## config.mk

```make
export PLATFORM = sky130hd
export DESIGN_NAME = dark_level_drift_tracker_top_flat
export DESIGN_NICKNAME = d
export VERILOG_FILES = /design/src/design/dldt_pkg.sv /design/src/design/dldt_if.sv /design/src/design/dark_level_drift_tracker_top.sv /design/src/design/dldt_mac.sv /design/src/design/dldt_div.sv /design/src/flat_wrapper.sv
export SDC_FILE = /design/constraint.sdc
export NUM_CORES = 2
export LEC_CHECK = 0
export BUFFER_PORTS_ARGS = -buffer_cell sky130_fd_sc_hd__buf_2
export CORE_MARGIN = 10
export CORE_UTILIZATION = 41
export DETAILED_ROUTE_END_ITERATION = 6
export HOLD_SLACK_MARGIN = 0.08
export PLACE_DENSITY_LB_ADDON = 0.12
export REMOVE_ABC_BUFFERS = 1
export SYNTH_ARGS = -nofsm -noshare
export SYNTH_HDL_FRONTEND = slang
export SYNTH_SLANG_ARGS = --single-unit
```

## constraint.sdc

```tcl
create_clock -name clk_i -period 13.7 [get_ports clk_i]
set_clock_uncertainty 0.15 [all_clocks]
set_input_delay 0 -clock clk_i [delete_from_list [all_inputs] [get_ports clk_i]]
set_output_delay 0 -clock clk_i [all_outputs]
set_load 0.1 [all_outputs]
```

## src/design/dldt_pkg.sv

```systemverilog
package dldt_pkg;

  // field widths
  localparam int DATA_W    = 24;
  localparam int LIM_W     = 23;
  localparam int RATE_W    = 16;
  localparam int CH_W      = 3;
  localparam int CNT_W     = 4;
  localparam int SUM_W     = 27;
  localparam int MASK_W    = 8;
  localparam int CFG_IDX_W = 3;
  localparam int CFG_VAL_W = 23;

  // opcodes
  localparam logic [1:0] OP_LOAD   = 2'd0;
  localparam logic [1:0] OP_UPDATE = 2'd1;

  // register indexes
  localparam logic [CFG_IDX_W-1:0] REG_ETA    = 3'd0;
  localparam logic [CFG_IDX_W-1:0] REG_LEAK   = 3'd1;
  localparam logic [CFG_IDX_W-1:0] REG_FAULT  = 3'd2;
  localparam logic [CFG_IDX_W-1:0] REG_CHARGE = 3'd3;
  localparam logic [CFG_IDX_W-1:0] REG_HOLD   = 3'd4;

  // register reset values
  localparam logic [RATE_W-1:0] ETA_RST    = 16'd655;
  localparam logic [RATE_W-1:0] LEAK_RST   = 16'd66;
  localparam logic [LIM_W-1:0]  FAULT_RST  = 23'd25600;
  localparam logic [LIM_W-1:0]  CHARGE_RST = 23'd1280;
  localparam logic [LIM_W-1:0]  HOLD_RST   = 23'd512;

  typedef enum logic [1:0] {
    PH_HOLD   = 2'd0,
    PH_CHARGE = 2'd1,
    PH_RELAX  = 2'd2,
    PH_FAULT  = 2'd3
  } phase_e;

  typedef struct packed {
    logic [1:0]               opcode;
    logic [CH_W-1:0]          channel;
    logic signed [DATA_W-1:0] sample_value;
    logic                     last_of_batch;
  } in_req_t;

  typedef struct packed {
    logic [CH_W-1:0]          channel_out;
    phase_e                   phase_code;
    logic [LIM_W-1:0]         effective_level;
    logic signed [DATA_W-1:0] baseline_out;
    logic signed [DATA_W-1:0] accum_out;
    logic                     isolation_ok;
    logic [MASK_W-1:0]        fault_mask;
    logic signed [DATA_W-1:0] mean_accum;
  } out_rsp_t;

  typedef struct packed {
    logic [CFG_IDX_W-1:0] index;
    logic [CFG_VAL_W-1:0] value;
  } cfg_req_t;

endpackage

```

## src/design/dldt_if.sv

```systemverilog
interface dldt_in_if;
  import dldt_pkg::*;
  logic    valid;
  logic    ready;
  in_req_t data;
  modport source (output valid, output data, input ready);
  modport sink (input valid, input data, output ready);
endinterface

interface dldt_out_if;
  import dldt_pkg::*;
  logic     valid;
  logic     ready;
  out_rsp_t data;
  modport source (output valid, output data, input ready);
  modport sink (input valid, input data, output ready);
endinterface

interface dldt_cfg_if;
  import dldt_pkg::*;
  logic     valid;
  logic     ready;
  cfg_req_t data;
  modport source (output valid, output data, input ready);
  modport sink (input valid, input data, output ready);
endinterface

```

## src/design/dark_level_drift_tracker_top.sv

```systemverilog
// Dark level drift tracker. Each request addresses one channel: a load sets its baseline
// and restarts its leaky integrator, an update feeds one dark sample through the
// integrator and reclassifies the channel (hold, charge, relax, fault), and a read
// leaves the state alone. Every request returns one response with the channel view and
// the status over all active channels. Requests are taken one at a time; in_i.ready is
// high only while the block is idle, and a finished response waits in an output
// register so the next request can be taken before it is drained. One shared multiplier
// runs the gain and leak steps in turn, the active channels are summed one per cycle,
// and the mean comes from a serial divider that produces one of 27 quotient bits per
// cycle while the sequencer waits in its divide step. With no active channel the
// division is skipped. A stalled response receiver holds the sequencer in its last step
// until the output register is free.
module dark_level_drift_tracker_top #(
  parameter int CHANNELS = 8
) (
  input  logic        clk_i,
  input  logic        rst_ni,
  dldt_in_if.sink     in_i,
  dldt_out_if.source  out_o,
  dldt_cfg_if.sink    cfg_i
);
  import dldt_pkg::*;

  localparam int IDX_W = (CHANNELS > 1) ? $clog2(CHANNELS) : 1;
  localparam int MAX_EFF = 8388607;

  typedef enum logic [3:0] {
    ST_IDLE,
    ST_LOAD,
    ST_MUL1,
    ST_ACC1,
    ST_MUL2,
    ST_ACC2,
    ST_VIEW,
    ST_SCAN,
    ST_DIV,
    ST_FINISH
  } state_e;

  state_e state_q;

  // configuration registers
  logic [RATE_W-1:0] eta_q;
  logic [RATE_W-1:0] leak_q;
  logic [LIM_W-1:0]  fault_q;
  logic [LIM_W-1:0]  charge_q;
  logic [LIM_W-1:0]  hold_q;

  // per-channel stores
  logic signed [DATA_W-1:0] base_mem_q  [CHANNELS];
  logic signed [DATA_W-1:0] accum_mem_q [CHANNELS];
  logic signed [DATA_W-1:0] prev_mem_q  [CHANNELS];
  phase_e                   phase_mem_q [CHANNELS];

  // sequencer registers
  in_req_t                  item_q;
  logic [CNT_W-1:0]         idx_q;
  logic [CNT_W-1:0]         active_q;
  logic signed [DATA_W-1:0] q1_q;
  logic signed [SUM_W-1:0]  sum_q;
  logic                     iso_q;
  logic [MASK_W-1:0]        mask_q;
  phase_e                   view_phase_q;
  logic [LIM_W-1:0]         view_eff_q;
  logic signed [DATA_W-1:0] view_base_q;
  logic signed [DATA_W-1:0] view_accum_q;
  logic signed [DATA_W-1:0] mean_q;
  logic                     out_valid_q;
  out_rsp_t                 out_q;

  // datapath signals
  logic [IDX_W-1:0]         rd_idx;
  logic signed [DATA_W-1:0] rd_base;
  logic signed [DATA_W-1:0] rd_accum;
  logic signed [DATA_W-1:0] rd_prev;
  phase_e                   rd_phase;
  logic [CNT_W-1:0]         ch_ext;
  logic                     in_range;
  logic [CNT_W-1:0]         lim;
  logic signed [DATA_W:0]   resid;
  logic [DATA_W+1:0]        abs_resid;
  logic [DATA_W:0]          abs_acc;
  logic signed [DATA_W:0]   mac_a;
  logic [RATE_W:0]          mac_b;
  logic signed [DATA_W-1:0] mac_addend;
  logic signed [DATA_W-1:0] mac_res;
  logic                     mac_en;
  phase_e                   phase_new;
  logic signed [DATA_W:0]   eff_sum;
  logic [LIM_W-1:0]         eff_lvl;
  logic                     div_start;
  logic                     div_done;
  logic signed [DATA_W-1:0] div_quot;

  // single store read port, addressed by the sequencer index
  assign rd_idx   = idx_q[IDX_W-1:0];
  assign rd_base  = base_mem_q[rd_idx];
  assign rd_accum = accum_mem_q[rd_idx];
  assign rd_prev  = prev_mem_q[rd_idx];
  assign rd_phase = phase_mem_q[rd_idx];

  // channel range and batch count limit
  assign ch_ext   = {1'b0, item_q.channel};
  assign in_range = ch_ext < CNT_W'(CHANNELS);
  assign lim      = (ch_ext + CNT_W'(1) > CNT_W'(CHANNELS)) ? CNT_W'(CHANNELS)
                                                             : ch_ext + CNT_W'(1);

  // residual against the baseline
  assign resid     = (DATA_W+1)'(item_q.sample_value) - (DATA_W+1)'(rd_base);
  assign abs_resid = resid[DATA_W] ? (DATA_W+2)'(0) - (DATA_W+2)'(resid) : (DATA_W+2)'(resid);
  assign abs_acc   = mac_res[DATA_W-1] ? (DATA_W+1)'(0) - (DATA_W+1)'(mac_res)
                                       : (DATA_W+1)'(mac_res);

  // shared multiply unit operands: gain step, then leak step
  always_comb begin
    mac_en     = (state_q == ST_MUL1) || (state_q == ST_MUL2);
    mac_a      = (state_q == ST_MUL1) ? resid : (DATA_W+1)'(q1_q);
    mac_b      = (state_q == ST_MUL1) ? {1'b0, eta_q}
                                      : (RATE_W+1)'(1 << RATE_W) - {1'b0, leak_q};
    mac_addend = (state_q == ST_ACC1) ? rd_accum : '0;
  end

  dldt_mac u_mac (
    .clk_i    (clk_i),
    .en_i     (mac_en),
    .a_i      (mac_a),
    .b_i      (mac_b),
    .addend_i (mac_addend),
    .res_o    (mac_res)
  );

  // phase classification, first match wins
  always_comb begin
    if (abs_acc >= (DATA_W+1)'(fault_q) || abs_resid >= (DATA_W+2)'(fault_q)) begin
      phase_new = PH_FAULT;
    end else if (resid > $signed((DATA_W+1)'(charge_q)) &&
                 item_q.sample_value > rd_prev) begin
      phase_new = PH_CHARGE;
    end else if (abs_acc > (DATA_W+1)'(hold_q)) begin
      phase_new = PH_RELAX;
    end else begin
      phase_new = PH_HOLD;
    end
  end

  // effective level clamped to the unsigned range
  always_comb begin
    eff_sum = (DATA_W+1)'(rd_base) + (DATA_W+1)'(rd_accum);
    if (eff_sum[DATA_W]) begin
      eff_lvl = '0;
    end else if (eff_sum[DATA_W-1]) begin
      eff_lvl = LIM_W'(MAX_EFF);
    end else begin
      eff_lvl = eff_sum[LIM_W-1:0];
    end
  end

  // configuration writes
  assign cfg_i.ready = 1'b1;

  always_ff @(posedge clk_i or negedge rst_ni) begin
    if (!rst_ni) begin
      eta_q    <= ETA_RST;
      leak_q   <= LEAK_RST;
      fault_q  <= FAULT_RST;
      charge_q <= CHARGE_RST;
      hold_q   <= HOLD_RST;
    end else if (cfg_i.valid) begin
      unique case (cfg_i.data.index)
        REG_ETA:    eta_q    <= cfg_i.data.value[RATE_W-1:0];
        REG_LEAK:   leak_q   <= cfg_i.data.value[RATE_W-1:0];
        REG_FAULT:  fault_q  <= cfg_i.data.value[LIM_W-1:0];
        REG_CHARGE: charge_q <= cfg_i.data.value[LIM_W-1:0];
        REG_HOLD:   hold_q   <= cfg_i.data.value[LIM_W-1:0];
        default: ;
      endcase
    end
  end

  // channel stores: load writes in LOAD, update writes in ACC2
  always_ff @(posedge clk_i or negedge rst_ni) begin
    if (!rst_ni) begin
      for (int i = 0; i < CHANNELS; i++) begin
        base_mem_q[i]  <= '0;
        accum_mem_q[i] <= '0;
        prev_mem_q[i]  <= '0;
        phase_mem_q[i] <= PH_HOLD;
      end
    end else if (in_range) begin
      if (state_q == ST_LOAD) begin
        base_mem_q[rd_idx]  <= item_q.sample_value;
        accum_mem_q[rd_idx] <= '0;
        prev_mem_q[rd_idx]  <= item_q.sample_value;
        phase_mem_q[rd_idx] <= PH_HOLD;
      end else if (state_q == ST_ACC2) begin
        accum_mem_q[rd_idx] <= mac_res;
        prev_mem_q[rd_idx]  <= item_q.sample_value;
        phase_mem_q[rd_idx] <= phase_new;
      end
    end
  end

  // mean over active channels
  assign div_start = (state_q == ST_SCAN) && !(idx_q < active_q) && (active_q != '0);

  dldt_div u_div (
    .clk_i      (clk_i),
    .rst_ni     (rst_ni),
    .start_i    (div_start),
    .dividend_i (sum_q),
    .divisor_i  (active_q),
    .done_o     (div_done),
    .quot_o     (div_quot)
  );

  assign in_i.ready  = (state_q == ST_IDLE);
  assign out_o.valid = out_valid_q;
  assign out_o.data  = out_q;

  // sequencer
  always_ff @(posedge clk_i or negedge rst_ni) begin
    if (!rst_ni) begin
      state_q     <= ST_IDLE;
      active_q    <= '0;
      idx_q       <= '0;
      out_valid_q <= 1'b0;
    end else begin
      // response drained, unless the next one is loaded in this cycle
      if (out_valid_q && out_o.ready && (state_q != ST_FINISH)) begin
        out_valid_q <= 1'b0;
      end
      unique case (state_q)
        ST_IDLE: begin
          if (in_i.valid) begin
            item_q <= in_i.data;
            idx_q  <= {1'b0, in_i.data.channel};
            if (in_i.data.opcode == OP_LOAD) begin
              state_q <= ST_LOAD;
            end else if (in_i.data.opcode == OP_UPDATE) begin
              state_q <= ST_MUL1;
            end else begin
              state_q <= ST_VIEW;
            end
          end
        end
        ST_LOAD: begin
          if (item_q.last_of_batch) begin
            active_q <= lim;
          end
          state_q <= ST_VIEW;
        end
        ST_MUL1: begin
          state_q <= ST_ACC1;
        end
        ST_ACC1: begin
          q1_q    <= mac_res;
          state_q <= ST_MUL2;
        end
        ST_MUL2: begin
          state_q <= ST_ACC2;
        end
        ST_ACC2: begin
          if (item_q.last_of_batch && lim > active_q) begin
            active_q <= lim;
          end
          state_q <= ST_VIEW;
        end
        ST_VIEW: begin
          if (ch_ext < active_q) begin
            view_phase_q <= rd_phase;
            view_eff_q   <= eff_lvl;
            view_base_q  <= rd_base;
            view_accum_q <= rd_accum;
          end else begin
            view_phase_q <= PH_FAULT;
            view_eff_q   <= '0;
            view_base_q  <= '0;
            view_accum_q <= '0;
          end
          idx_q   <= '0;
          sum_q   <= '0;
          iso_q   <= (active_q != '0);
          mask_q  <= '0;
          state_q <= ST_SCAN;
        end
        ST_SCAN: begin
          if (idx_q < active_q) begin
            sum_q <= sum_q + SUM_W'(rd_accum);
            if (rd_phase == PH_CHARGE || rd_phase == PH_FAULT) begin
              iso_q <= 1'b0;
            end
            if (rd_phase == PH_FAULT) begin
              mask_q[idx_q[CH_W-1:0]] <= 1'b1;
            end
            idx_q <= idx_q + CNT_W'(1);
          end else if (active_q == '0) begin
            mean_q  <= '0;
            state_q <= ST_FINISH;
          end else begin
            state_q <= ST_DIV;
          end
        end
        ST_DIV: begin
          if (div_done) begin
            mean_q  <= div_quot;
            state_q <= ST_FINISH;
          end
        end
        ST_FINISH: begin
          if (!out_valid_q || out_o.ready) begin
            out_q.channel_out     <= item_q.channel;
            out_q.phase_code      <= view_phase_q;
            out_q.effective_level <= view_eff_q;
            out_q.baseline_out    <= view_base_q;
            out_q.accum_out       <= view_accum_q;
            out_q.isolation_ok    <= iso_q;
            out_q.fault_mask      <= mask_q;
            out_q.mean_accum      <= mean_q;
            out_valid_q           <= 1'b1;
            state_q               <= ST_IDLE;
          end
        end
        default: begin
          state_q <= ST_IDLE;
        end
      endcase
    end
  end

endmodule

```

## src/design/dldt_mac.sv

```systemverilog
module dldt_mac (
  input  logic                              clk_i,
  input  logic                              en_i,
  input  logic signed [dldt_pkg::DATA_W:0]  a_i,
  input  logic [dldt_pkg::RATE_W:0]         b_i,
  input  logic signed [dldt_pkg::DATA_W-1:0] addend_i,
  output logic signed [dldt_pkg::DATA_W-1:0] res_o
);
  import dldt_pkg::*;

  localparam int PROD_W = DATA_W + RATE_W + 3;
  localparam int RND_W  = PROD_W - RATE_W;
  localparam int MAX24  = 8388607;
  localparam int MIN24  = -8388608;

  logic signed [PROD_W-1:0] prod_d;
  logic signed [PROD_W-1:0] prod_q;
  logic signed [PROD_W-1:0] biased;
  logic signed [RND_W:0]    sum;

  // signed operand times unsigned rate
  assign prod_d = PROD_W'(a_i) * PROD_W'($signed({1'b0, b_i}));

  always_ff @(posedge clk_i) begin
    if (en_i) begin
      prod_q <= prod_d;
    end
  end

  // round to nearest (ties up) by 2^16, add, saturate to 24 bits
  always_comb begin
    biased = prod_q + PROD_W'(32768);
    sum    = (RND_W+1)'($signed(biased[PROD_W-1:RATE_W])) + (RND_W+1)'(addend_i);
    if (sum > (RND_W+1)'(MAX24)) begin
      res_o = DATA_W'(MAX24);
    end else if (sum < (RND_W+1)'(MIN24)) begin
      res_o = DATA_W'(MIN24);
    end else begin
      res_o = sum[DATA_W-1:0];
    end
  end

endmodule

```

## src/design/dldt_div.sv

```systemverilog
module dldt_div (
  input  logic                              clk_i,
  input  logic                              rst_ni,
  input  logic                              start_i,
  input  logic signed [dldt_pkg::SUM_W-1:0] dividend_i,
  input  logic [dldt_pkg::CNT_W-1:0]        divisor_i,
  output logic                              done_o,
  output logic signed [dldt_pkg::DATA_W-1:0] quot_o
);
  import dldt_pkg::*;

  localparam int STEP_W = $clog2(SUM_W);

  logic              busy_q;
  logic              done_q;
  logic              neg_q;
  logic [STEP_W-1:0] step_q;
  logic [SUM_W-1:0]  num_q;
  logic [CNT_W-1:0]  rem_q;
  logic [CNT_W-1:0]  den_q;
  logic [CNT_W:0]    trial;
  logic              fits;

  // one restoring step per cycle on the magnitude
  assign trial = {rem_q, num_q[SUM_W-1]};
  assign fits  = trial >= {1'b0, den_q};

  always_ff @(posedge clk_i or negedge rst_ni) begin
    if (!rst_ni) begin
      busy_q <= 1'b0;
      done_q <= 1'b0;
      step_q <= '0;
    end else begin
      done_q <= 1'b0;
      if (start_i) begin
        busy_q <= 1'b1;
        step_q <= STEP_W'(SUM_W - 1);
      end else if (busy_q) begin
        step_q <= step_q - STEP_W'(1);
        if (step_q == '0) begin
          busy_q <= 1'b0;
          done_q <= 1'b1;
        end
      end
    end
  end

  always_ff @(posedge clk_i) begin
    if (start_i) begin
      neg_q <= dividend_i[SUM_W-1];
      num_q <= dividend_i[SUM_W-1] ? SUM_W'(0) - SUM_W'(dividend_i) : SUM_W'(dividend_i);
      rem_q <= '0;
      den_q <= divisor_i;
    end else if (busy_q) begin
      num_q <= {num_q[SUM_W-2:0], fits};
      rem_q <= fits ? CNT_W'(trial - {1'b0, den_q}) : trial[CNT_W-1:0];
    end
  end

  // truncation toward zero: sign applied to the magnitude quotient
  assign done_o = done_q;
  assign quot_o = neg_q ? DATA_W'(0) - num_q[DATA_W-1:0] : num_q[DATA_W-1:0];

endmodule

```

## src/flat_wrapper.sv

```systemverilog
// flat-port wrapper written by rule: the top's interface ports become plain ports
module dark_level_drift_tracker_top_flat import dldt_pkg::*;
#(
  parameter int CHANNELS = 8
)
  (clk_i, rst_ni, in_i_valid, in_i_data, in_i_ready, out_o_valid, out_o_data, out_o_ready, cfg_i_valid, cfg_i_data, cfg_i_ready);
  dldt_in_if in_i_i ();
  dldt_out_if out_o_i ();
  dldt_cfg_if cfg_i_i ();
  input  logic clk_i;
  input  logic rst_ni;
  input wire logic [$bits(in_i_i.valid)-1:0] in_i_valid;
  input wire logic [$bits(in_i_i.data)-1:0] in_i_data;
  output wire logic [$bits(in_i_i.ready)-1:0] in_i_ready;
  output wire logic [$bits(out_o_i.valid)-1:0] out_o_valid;
  output wire logic [$bits(out_o_i.data)-1:0] out_o_data;
  input wire logic [$bits(out_o_i.ready)-1:0] out_o_ready;
  input wire logic [$bits(cfg_i_i.valid)-1:0] cfg_i_valid;
  input wire logic [$bits(cfg_i_i.data)-1:0] cfg_i_data;
  output wire logic [$bits(cfg_i_i.ready)-1:0] cfg_i_ready;
  assign in_i_i.valid = in_i_valid;
  assign in_i_i.data = in_i_data;
  assign in_i_ready = in_i_i.ready;
  assign out_o_valid = out_o_i.valid;
  assign out_o_data = out_o_i.data;
  assign out_o_i.ready = out_o_ready;
  assign cfg_i_i.valid = cfg_i_valid;
  assign cfg_i_i.data = cfg_i_data;
  assign cfg_i_ready = cfg_i_i.ready;
  dark_level_drift_tracker_top #(.CHANNELS(CHANNELS)) u_core (.clk_i(clk_i), .rst_ni(rst_ni), .in_i(in_i_i), .out_o(out_o_i), .cfg_i(cfg_i_i));
endmodule
```

## Word-level counts from Yosys, hierarchy flattened

Cells that the tools add are included.
W data, S select, Z words.

| storage, ports and cells | value |
|---|---|
| bits in registers | 1,086 |

| cells by class | value |
|---|---|
| add/subtract/negate cells | 14 |
| multipliers | 1 |
| $lt $le $gt $ge | 17 |
| equal/unequal tests | 27 |
| multiplexer cells | 82 |
| bitwise operators | 7 |
| reduce and logical (&&, ||, !) cells | 45 |

Operators with widths:

| cell | count |
|---|---|
| $mux W192 | 4 |
| $bwmux W192 | 3 |
| $mux W24 | 14 |
| $bmux W24 S3 | 3 |
| $and A192 B192 Y192 | 1 |
| $not A192 Y192 | 1 |
| $mux W27 | 4 |
| $demux W24 S3 | 1 |
| $pmux W27 S2 | 1 |
| $mux W25 | 2 |
| $pmux W24 S2 | 1 |
| $mux W4 | 11 |
| $add A43 B17 Y43 const B | 1 |
| $mul A25 B18 Y43 | 1 |
| $pmux W4 S9 | 1 |
| $mux W16 | 2 |
| $add A27 B24 Y28 | 1 |
| $gt A28 B24 Y1 const B | 1 |
| $lt A28 B24 Y1 const B | 1 |
| $add A27 B24 Y27 | 1 |
| $sub A1 B27 Y27 const A | 1 |
| $ge A26 B23 Y1 | 1 |
| $mux W26 | 1 |
| $sub A1 B25 Y26 const A | 1 |
| other kinds (69) | 134 |

## Logic depth before layout (Yosys ltp)

| logic depth | value |
|---|---|
| depth in word-level cells | 18 |
| depth in mapped cells | 45 |

## Modules after synthesis

Synthesis repeated with hierarchy kept, for this count alone.

| unflattened totals | value |
|---|---|
| cells, all modules | 7,103 |
| area, all modules | 68,404.4 sq um |

By module, submodules not included:

| module | times used | cells each | area each (sq um) | seq. area each (sq um) |
|---|---|---|---|---|
| dark_level_drift_tracker_top | 1 | 4,794 | 47,534.3 | 26,512.9 |
| dldt_mac | 1 | 1,969 | 17,777.0 | 840.8 |
| dldt_div | 1 | 340 | 3,093.0 | 1,216.2 |

## Worst setup path after synthesis

No wires, ideal clock.

| timing path | value |
|---|---|
| path kind | register to register |
| start | register u_core.idx_q[1] |
| end | register u_core.u_mac.prod_q[38], data pin |
| setup time | 0.262 ns |
| data arrival time | 10.252 ns |
| data required time | 13.288 ns |
| path slack | 3.036 ns |
| cell stages (with the launch flop) | 38 |
| path buffers | 4 |
| clock period less this slack | 10.664 ns |
| path through | dfrtp_1 > clkbuf_1 > nor3b_1 > clkbuf_1 > clkbuf_1 > a22oi_1 > nand4_1 > ha_1 > inv_1 > fa_1 > a21o_1 > a221oi_2 > o21ai_2 > a21oi_4 > a22oi_2 > a41o_1 > nor4b_1 > nor2_1 > [... 2 more ...] > nand2_1 > inv_1 > fa_1 > fa_1 > inv_1 > fa_1 > inv_1 > fa_1 > fa_1 > ha_1 > and3_1 > a221o_1 > a31oi_1 > o22ai_1 > or2_2 > a21oi_1 > o21bai_1 > xor2_1 |

| between the ends | value |
|---|---|
| cells in the longest elaborated chain, start to end | 7 |

RTL lines:

| item | RTL line | RTL |
|---|---|---|
| from (decl) | dark_level_drift_tracker_top.sv:57 | `logic [CNT_W-1:0] idx_q;` |
| from (signal assigned) | dark_level_drift_tracker_top.sv:236 | `idx_q <= {1'b0, in_i.data.channel};` |
| from (signal assigned) | dark_level_drift_tracker_top.sv:295 | `idx_q <= idx_q + CNT_W'(1);` |
| $not A3 Y4 (implied by the code) | dark_level_drift_tracker_top.sv:97 | `assign rd_base = base_mem_q[rd_idx];` |
| $bmux W24 S3 | dark_level_drift_tracker_top.sv:97 |  |
| $mux W24 (implied by the code) (2 in series) | dark_level_drift_tracker_top.sv:97 |  |
| net u_core.rd_base[0] | dark_level_drift_tracker_top.sv:73 | `logic signed [DATA_W-1:0] rd_base;` |
| $sub A24 B24 Y25 | dark_level_drift_tracker_top.sv:109 | `assign resid = (DATA_W+1)'(item_q.sample_value) - (DATA_W+1)'(rd_base);` |
| $mux W25 | dark_level_drift_tracker_top.sv:117 | `mac_a = (state_q == ST_MUL1) ? resid : (DATA_W+1)'(q1_q);` |
| $mul A25 B18 Y43 | dldt_mac.sv:22 | `assign prod_d = PROD_W'(a_i) * PROD_W'($signed({1'b0, b_i}));` |
| net u_core.u_mac.prod_d[38] | dldt_mac.sv:16 | `logic signed [PROD_W-1:0] prod_d;` |
| to (signal assigned) | dldt_mac.sv:26 | `prod_q <= prod_d;` |
| to (decl) | dldt_mac.sv:17 | `logic signed [PROD_W-1:0] prod_q;` |

The timed path passes the listed nets, and every way through them passes these cells. The select of a mux whose other input is x is not followed.
A chain may end at the register's enable or synchronous reset.

## Worst setup path after layout

| timing path | value |
|---|---|
| start | register u_core.idx_q[1] |
| end | register u_core.u_mac.prod_q[42], data pin |

Same word-level chain as after synthesis.

==> insert_results.sql <==
INSERT INTO impl_metrics (metric_group, metric, value, unit) VALUES
('run_status', 'run_status', 'finished, final reports clean', ''),
('worst_hold_path', 'hp-class', 'in2reg', ''),
('critical_path', 'crit_path_top_delay_cell', 'nor2_4', ''),
('placed_design', 'dp_hpwl', '151', 'mm'),
('synthesis', 'syn-cell-area', '0.0675', 'mm2'),
('synthesis', 'post-synth-top-area-fraction', '0.259', ''),
('synthesis', 'post_synthesis_instance_total', '6377', ''),
('drt', 'route.final.wire_length', '208', 'mm'),
('synthesis', 'synth.largest_area_cell', 'dfrtp_1', ''),
('synthesis', 'yosys_most_used_dff', 'dfrtp_1', ''),
('synthesis', 'synth_seq_area_share', '0.423', ''),
('layout', 'layout.cells.most_common', 'nand2_1', ''),
('floorplanning', 'die_height', '426', 'um'),
('timing', 'finalCritPeriodShare', '0.898', ''),
('floorplanning', 'die_w', '426', 'um'),
('clock_tree', 'clock_tree.buffer_depth', '3', ''),
('drt', 'drt_first_iter_violations', '4050', ''),
('run', 'max-cap-violations', '0', ''),
('clock_tree', 'cts-buffers-inserted', '111', ''),
('timing', 'setup_slack', '1.40', 'ns'),
('critical_path', 'regToRegSetupSlack', '1.40', 'ns'),
('clock_tree', 'cts_root_buffer', 'clkbuf_16', ''),
('worst_hold_path', 'timing.hold.worst_endpoint', 'u_core.fault_q[19]', ''),
('drt', 'post_drt_via_cell_ratio', '5.50', ''),
('layout', 'mostFrequentLayoutCells', 'nand2_1 (757), dfrtp_1 (699), inv_1 (628), nor2_1 (422), fa_1 (419)', ''),
('layout', 'post_layout_nets', '7429', ''),
('floorplanning', 'floorplan.io_pins', '173', ''),
('global_routing', 'antenna_found_initial', '5', ''),
('critical_path', 'worstPathArrival', '12.61', 'ns'),
('clock_tree', 'clock_insertion_delay_worst_skew', '0.73', 'ns'),
('global_routing', 'vias_in_the_first_global_route', '49300', ''),
('layout', 'layout.filler_cells', '15200', ''),
('timing', 'post_layout_min_period', '12.30', 'ns'),
('synthesis', 'synth.distinct_cells', '101', ''),
('clock_tree', 'cts.reportedPaths.clkPinSlew', '0.06', 'ns'),
('placed_design', 'port-buffer-count', '171', ''),
('placed_design', 'detailedPlace.worstSlack', '1.55', 'ns'),
('layout', 'area_growth_syn_to_layout', '13.1', '%'),
('timing', 'rsz_0062_raised_after_global_routing', 'no', ''),
('timing', 'worst-slew-pin-transition', '1.15', 'ns'),
('global_routing', 'wire_length_of_the_first_global_routing_pass', '317', 'mm'),
('global_routing', 'sum_of_overflow_across_all_layers_after_global_routing', '0', ''),
('synthesis', 'synth.ff_latch_count', '1071', ''),
('drt', 'ant_nets', '0', ''),
('global_routing', 'pin_count_of_the_biggest_net_entering_global_routing', '148', ''),
('floorplanning', 'starting_density_of_the_core', '0.414', ''),
('drt', 'avgRoutedWirePerCell', '23.4', 'um'),
('clock_tree', 'cts_post_setup_buffers_inserted', '0', ''),
('clock_tree', 'cts_h_tree_depth', '3', ''),
('timing', 'setup_viol', '0', ''),
('synthesis', 'synthesis.area_per_instance', '10.6', 'um2'),
('clock_tree', 'numClockSinks', '1071', ''),
('critical_path', 'worstSetupStartpointType', 'register', ''),
('critical_path', 'crit_path_max_fanout', '26', ''),
('critical_path', 'reg2reg_from', 'u_core.idx_q[1]', ''),
('floorplanning', 'design.die.area', '0.181', 'mm2'),
('timing', 'clock.fmax', '0.0813', 'GHz'),
('placed_design', 'gpl.final_weighted_congestion', '0.916', ''),
('synthesis', 'ys_async_sr_fraction', '0.666', ''),
('drt', 'firstDrtPassIters', '6', ''),
('critical_path', 'r2r_end', 'u_core.u_mac.prod_q[42]', ''),
('synthesis', 'ranking_of_synthesized_cells_by_area', 'dfrtp_1 (26%), edfxtp_1 (16%), fa_1 (12%), mux2_2 (6.8%), ha_1 (6.3%)', ''),
('timing', 'number_of_slew_limit_violations_in_the_final_report', '0', ''),
('clock_tree', 'tritoncts', 'done', ''),
('synthesis', 'synth_edf_count', '354', ''),
('critical_path', 'worstSetupPathType', 'reg2reg', ''),
('synthesis', 'synthesis.yosys.warnings', '0', ''),
('worst_hold_path', 'hold_path_startpoint', 'cfg_i_data[19]', ''),
('timing', 'worst_slew_margin_rel', '0.235', ''),
('global_routing', 'grt_use_total', '0.227', ''),
('floorplanning', 'core_area', '0.163', 'mm2');
critical path: cells and delay by family, from the launching register on:
family | cells | cell delay [ns]
buffers and inverters | 5 | 0.38
AND/OR/NAND/NOR | 7 | 2.81
flip-flops | 1 | 0.67
AO/OA/AOI/OAI | 16 | 3.82
XOR/XNOR | 2 | 0.24
adder cells (fa/ha/maj) | 9 | 3.94
flip-flops by register name (all words and copies together), names as in the netlist, 23 cells and up:
register,cells
u_core.view_eff_q,23
u_core.q1_q,24
u_core.fault_q,23
u_core.u_div.num_q,27
u_core.accum_mem_q,192
u_core.item_q,25
u_core.hold_q,23
u_core.charge_q,23
u_core.view_accum_q,24
u_core.prev_mem_q,192
u_core.view_base_q,24
u_core.base_mem_q,192
u_core.sum_q,27
u_core.u_mac.prod_q,28
u_core.mean_q,24
u_core.out_o.data,109
worst max-delay path by stage:
stage / cells after the start / end / slack [ns] / start
after floorplan: 33 / u_core.u_mac.prod_q[38] / -0.95 / u_core.idx_q[1]
after detailed placement: 39 / u_core.u_mac.prod_q[42] / 1.55 / u_core.idx_q[1]
after global routing: 39 / u_core.u_mac.prod_q[42] / 0.75 / u_core.idx_q[1]
after global placement: 39 / u_core.u_mac.prod_q[38] / 1.80 / u_core.idx_q[1]
after CTS: 39 / u_core.u_mac.prod_q[42] / 1.48 / u_core.idx_q[1]
final: 39 / u_core.u_mac.prod_q[42] / 1.40 / u_core.idx_q[1]
layer usage:
metal | vias up | share of wire | track usage
met5 | - | 0 | 0
met4 | 0 | 0.025 | 0.0523
met3 | 249 | 0.055 | 0.0340
met2 | 1292 | 0.45 | 0.356
met1 | 24900 | 0.47 | 0.331
li1 | 22300 | - | -
final cells by class:
cell class	count	area (um2)	share of cell area
Clock inverter	55	663	0.00869
Inverter	630	2360	0.0310
Antenna cell	5	12.5	0.000164
Timing Repair Buffer	439	3290	0.0431
Multi-Input combinational cell	4354	35600	0.466
Clock buffer	148	3120	0.0409
Sequential cell	1071	28600	0.374
Tap cell	2175	2720	0.0357
per-stage QoR:
step | setup TNS [ns] | utilization | instances | hold slack, ns | area (um2)
6_report | 0 | 0.468 | 8877 | 0.129 | 76300
5_1_grt | 0 | 0.468 | 8875 | 0.0974 | 76300
4_1_cts | 0 | 0.468 | 8872 | 0.0929 | 76300
3_5_place_dp | 0 | 0.436 | 8535 | -0.136 | 71100
3_3_place_gp | 0 | 0.436 | 8535 | -0.135 | 71100
2_1_floorplan | -6.13 | - | 6055 | -0.446 | 66200
synthesized netlist by cell type (34+ instances only):
cell type / instances
nor2_1: 432
o21ai_0: 379
ha_1: 342
inv_1: 628
xnor2_1: 120
mux2_2: 406
edfxtp_1: 354
fa_1: 419
nand2b_1: 35
and2_1: 46
nand4_1: 34
and4_1: 49
a21o_1: 80
dfrtp_1: 699
a221oi_1: 38
a22o_1: 36
clkbuf_1: 294
xor2_1: 118
a21oi_1: 188
nand2_1: 766
and3_1: 60
nor2b_1: 46
a22oi_1: 234
nand3_1: 64
nor3_1: 60
cells by family after synthesis:
logic type               synth area share
AND/OR/NAND/NOR                     0.113
XOR/XNOR                           0.0311
flip-flops                          0.423
multiplexers                       0.0715
adder cells (fa/ha/maj)             0.188
other                           0.0000556
AO/OA/AOI/OAI                       0.120
buffers and inverters              0.0533
repair_timing:
item	CTS	global route
endpoints found under the hold margin	288	0
endpoints found under the setup margin	0	0
hold buffers	134	0
Power is left out: the tool's default activity adds up to more than one toggle a clock period on the data nets, which glitch-free logic cannot reach.
